<file path="src/vna_mul.sv">
// shared registered signed multiplier
module vna_mul #(
    parameter int W = 31
) (
    input  logic                  clk,
    input  logic signed [W-1:0]   a,
    input  logic signed [W-1:0]   b,
    output logic signed [2*W-1:0] p
);

    always_ff @(posedge clk)
    begin
        p <= a * b;
    end

endmodule

</file>
<file path="config.mk">
export PLATFORM = sky130hd
export DESIGN_NAME = vna_mul
export DESIGN_NICKNAME = d
export VERILOG_FILES = /design/src/vna_mul.sv
export SDC_FILE = /design/constraint.sdc
export NUM_CORES = 2
export LEC_CHECK = 0
export BUFFER_PORTS_ARGS = -buffer_cell sky130_fd_sc_hd__buf_4
export CORE_MARGIN = 5
export CORE_UTILIZATION = 55
export CTS_CLUSTER_SIZE = 40
export DETAILED_ROUTE_END_ITERATION = 6
export PLACE_DENSITY = 0.73
export SETUP_SLACK_MARGIN = 0.4
export SLEW_MARGIN = 25
export SYNTH_ARGS = -nofsm -noshare
export SYNTH_HDL_FRONTEND = slang
export SYNTH_SLANG_ARGS = --single-unit
</file>
<file path="constraint.sdc">
create_clock -name clk -period 12.39 [get_ports clk]
set_input_delay 1.239 -clock clk [delete_from_list [all_inputs] [get_ports clk]]
set_output_delay 1.239 -clock clk [all_outputs]
set_load 0.05 [all_outputs]
</file>
==> impl_results.md <==
- Final-report hold violation count: 0
- Global routing's busiest layer: met2
- Nets: 4999
- Mapped Area: 35600 um^2
- Vias in the first global route: 27514
- Count leader, synth: fa_1
- Post-CTS setup buffers: 0
- Die width: between 200 and 300 um
- 1st-iter DRT viols: between 1500 and 2000
- Placeable Area: about 64000 um^2
- Yosys reg bits: 62
- Largest area contributor in the netlist: fa_1
- Layout area overhead: 4.55%
- Top flop regs: p: 62 flops
- Final setup fails: 0
- Largest buffer count on any clock path: 2
- Total grt overflow: 0
- Initial antenna violation count: 2
- Sequential element share of the synthesized area: 3.49%
- Initial core utilization: between 50% and 60%
- Slew HR: between 40% and 50%
- FFs w/ async S/R, synth: 0%
- Resize count post-CTS: 0
- GR Util All Layers: 28.3%
- Share of the synthesized area in the top cell type: between 50% and 60%
- Slew Limit Fails: 0
- Crit. End Element: flip-flop
- Crit. Startpoint: b[1]
- Routability cong.: 0.909
- # IOs: 125
- Number of synthesized flops with an enable pin: 0
- Largest Register: p
- FMAX: 106 MHz
- Crit Path Category: in2reg
- Worst hold endpoint: p[0]$_DFF_P_
- Die height: between 200 and 300 um
- Netlist cell types: 47
- Min Tclk post-route: ~9400 ps
- H-tree depth: 3
- Post-synth top cells: fa_1 (1018), inv_1 (1016), nand2_1 (514)
- Path category of the worst min-delay check: in2reg
- WL final: 94200 um
- Die area: 69900 um^2
- Avg WL per Cell: approximately 20 um
- Max FFs per register: a little over 60
- Met1 usage: a little under two fifths
- Antenna viol nets, final: 0
- Setup TNS: 0 ps
- Met2 GRT Util: between 40 and 50%
- Share of post-route cells with drive strength above 1: 4.04%
- Post-DP HPWL: a little over 70000 um
- PortBufs: approximately 120
- Violated checks: DRC
- Largest net degree at the start of global routing: 33
- DR vias: 24748
- Clk sink count: 62
- 1st-pass router iterations: 7
- Crit path DAT: 9700 ps
- RSZ-0062 raised after global routing: no
- GR Util met3: under 10%
- Num rows: between 90 and 100
- Main synth FF type: dfxtp_1
- Worst path required time: roughly 13000 ps
- Worst Hold Depth: 2
- Clk slew on worst S/H paths: 60 ps
- Outcome: complete, but fails checks
- Syn avg cell area: 9.37 um^2
- Cells after synthesis: around 3800
- Hold path start: b[0]
- Clock root cell: clkbuf_16
- First-pass GRT wire length: 153000 um
- CTS hold repair buffers: 0
- DRC: 3
- Period utilization: about three quarters
- CTS tree: done
- Slew @ Worst Pin: 823 ps
- Cts bufs inserted: 9
- Top cells by area, synth: fa_1 (57%), inv_1 (11%), and2_1 (7.9%), ha_1 (6.4%), nand2_1 (5.4%)
- Yosys warns: 0
- Critical path peak fanout: 31
- Syn Nets: 5059
- Startpoint types: primary input
- Max-cap violations: 0
- DR vias/cell: about 5.4
placed cells by master, fill, tap and decap left out, drive strengths merged, types with 7 or more instances in the layout:
cell type / instances
inv: 1016
nor2b: 29
nand3: 14
and2: 451
xnor2: 46
ha: 182
a21oi: 64
o211ai: 7
nor2: 26
o21bai: 8
fa: 1018
nand4: 10
nand2: 514
xor2: 22
nand2b: 10
dfxtp: 62
buf: 127
clkbuf: 13
o21ai: 26
a21o: 32
critical path, stage by stage:
cell       delay [ps]
buf_4             300
nand2_1           150
inv_1             160
fa_1              470
fa_1              520
ha_1              740
fa_1              570
fa_1              530
fa_1              520
fa_1              490
inv_1              50
fa_1              490
inv_1              40
ha_1              370
nand4_1           250
or3_1             540
nor4_1            230
o21a_1            390
o2111ai_1         180
a21oi_1           650
o21ai_1           230
a21oi_1           200
nor2_1             50
o311ai_0          280
per-stage QoR:
| stage | utilization, % | worst slack, ps | instance area (um^2) | std cells | hold WS [ps] |
|---|---|---|---|---|---|
| after detailed placement | 57.4 | 2630 | 36900 | 4580 | 1690 |
| after CTS | 57.9 | 3020 | 37200 | 4596 | 1290 |
| final | 57.9 | 2960 | 37200 | 4597 | 1310 |
| after global placement | 57.4 | 2600 | 36900 | 4580 | 1690 |
| after floorplan | - | 4070 | 35600 | 3796 | 1560 |
| after global routing | 57.9 | 2480 | 37200 | 4597 | 1320 |
final cells by class:
| type | count | area (um^2) |
|---|---|---|
| Clock buffer | 13 | 270 |
| Timing Repair Buffer | 127 | 953 |
| Antenna cell | 1 | 2.50 |
| Clock inverter | 3 | 65.1 |
| Inverter | 1016 | 3810 |
| Sequential cell | 62 | 1240 |
| Tap cell | 855 | 1070 |
| Fill cell | 5634 | 27000 |
| Multi-Input combinational cell | 2520 | 29800 |
per-layer routing:
metal	routed length, um	vias to the layer above
met3	9720	226
met1	34900	12783
li1	-	10564
met5	0	-
met4	5020	0
met2	44500	1175
cell families after synthesis:
group                    synth area share, %
buffers and inverters                   12.8
adder cells (fa/ha/maj)                 63.7
AND/OR/NAND/NOR                         15.1
AO/OA/AOI/OAI                           3.25
XOR/XNOR                                1.67
flip-flops                              3.49
multiplexers                          0.0316
how the worst max path moves through the flow:
stage / to / slack, ps / cells past startpoint
2_1_floorplan: p[60]$_DFF_P_ / 4070 / 26
3_3_place_gp: p[54]$_DFF_P_ / 2600 / 24
3_5_place_dp: p[54]$_DFF_P_ / 2630 / 24
4_1_cts: p[54]$_DFF_P_ / 3020 / 24
5_1_grt: p[54]$_DFF_P_ / 2480 / 26
6_report: p[54]$_DFF_P_ / 2960 / 24
Power is left out: the tool's default activity adds up to more than one toggle a clock period on the data nets, which glitch-free logic cannot reach.
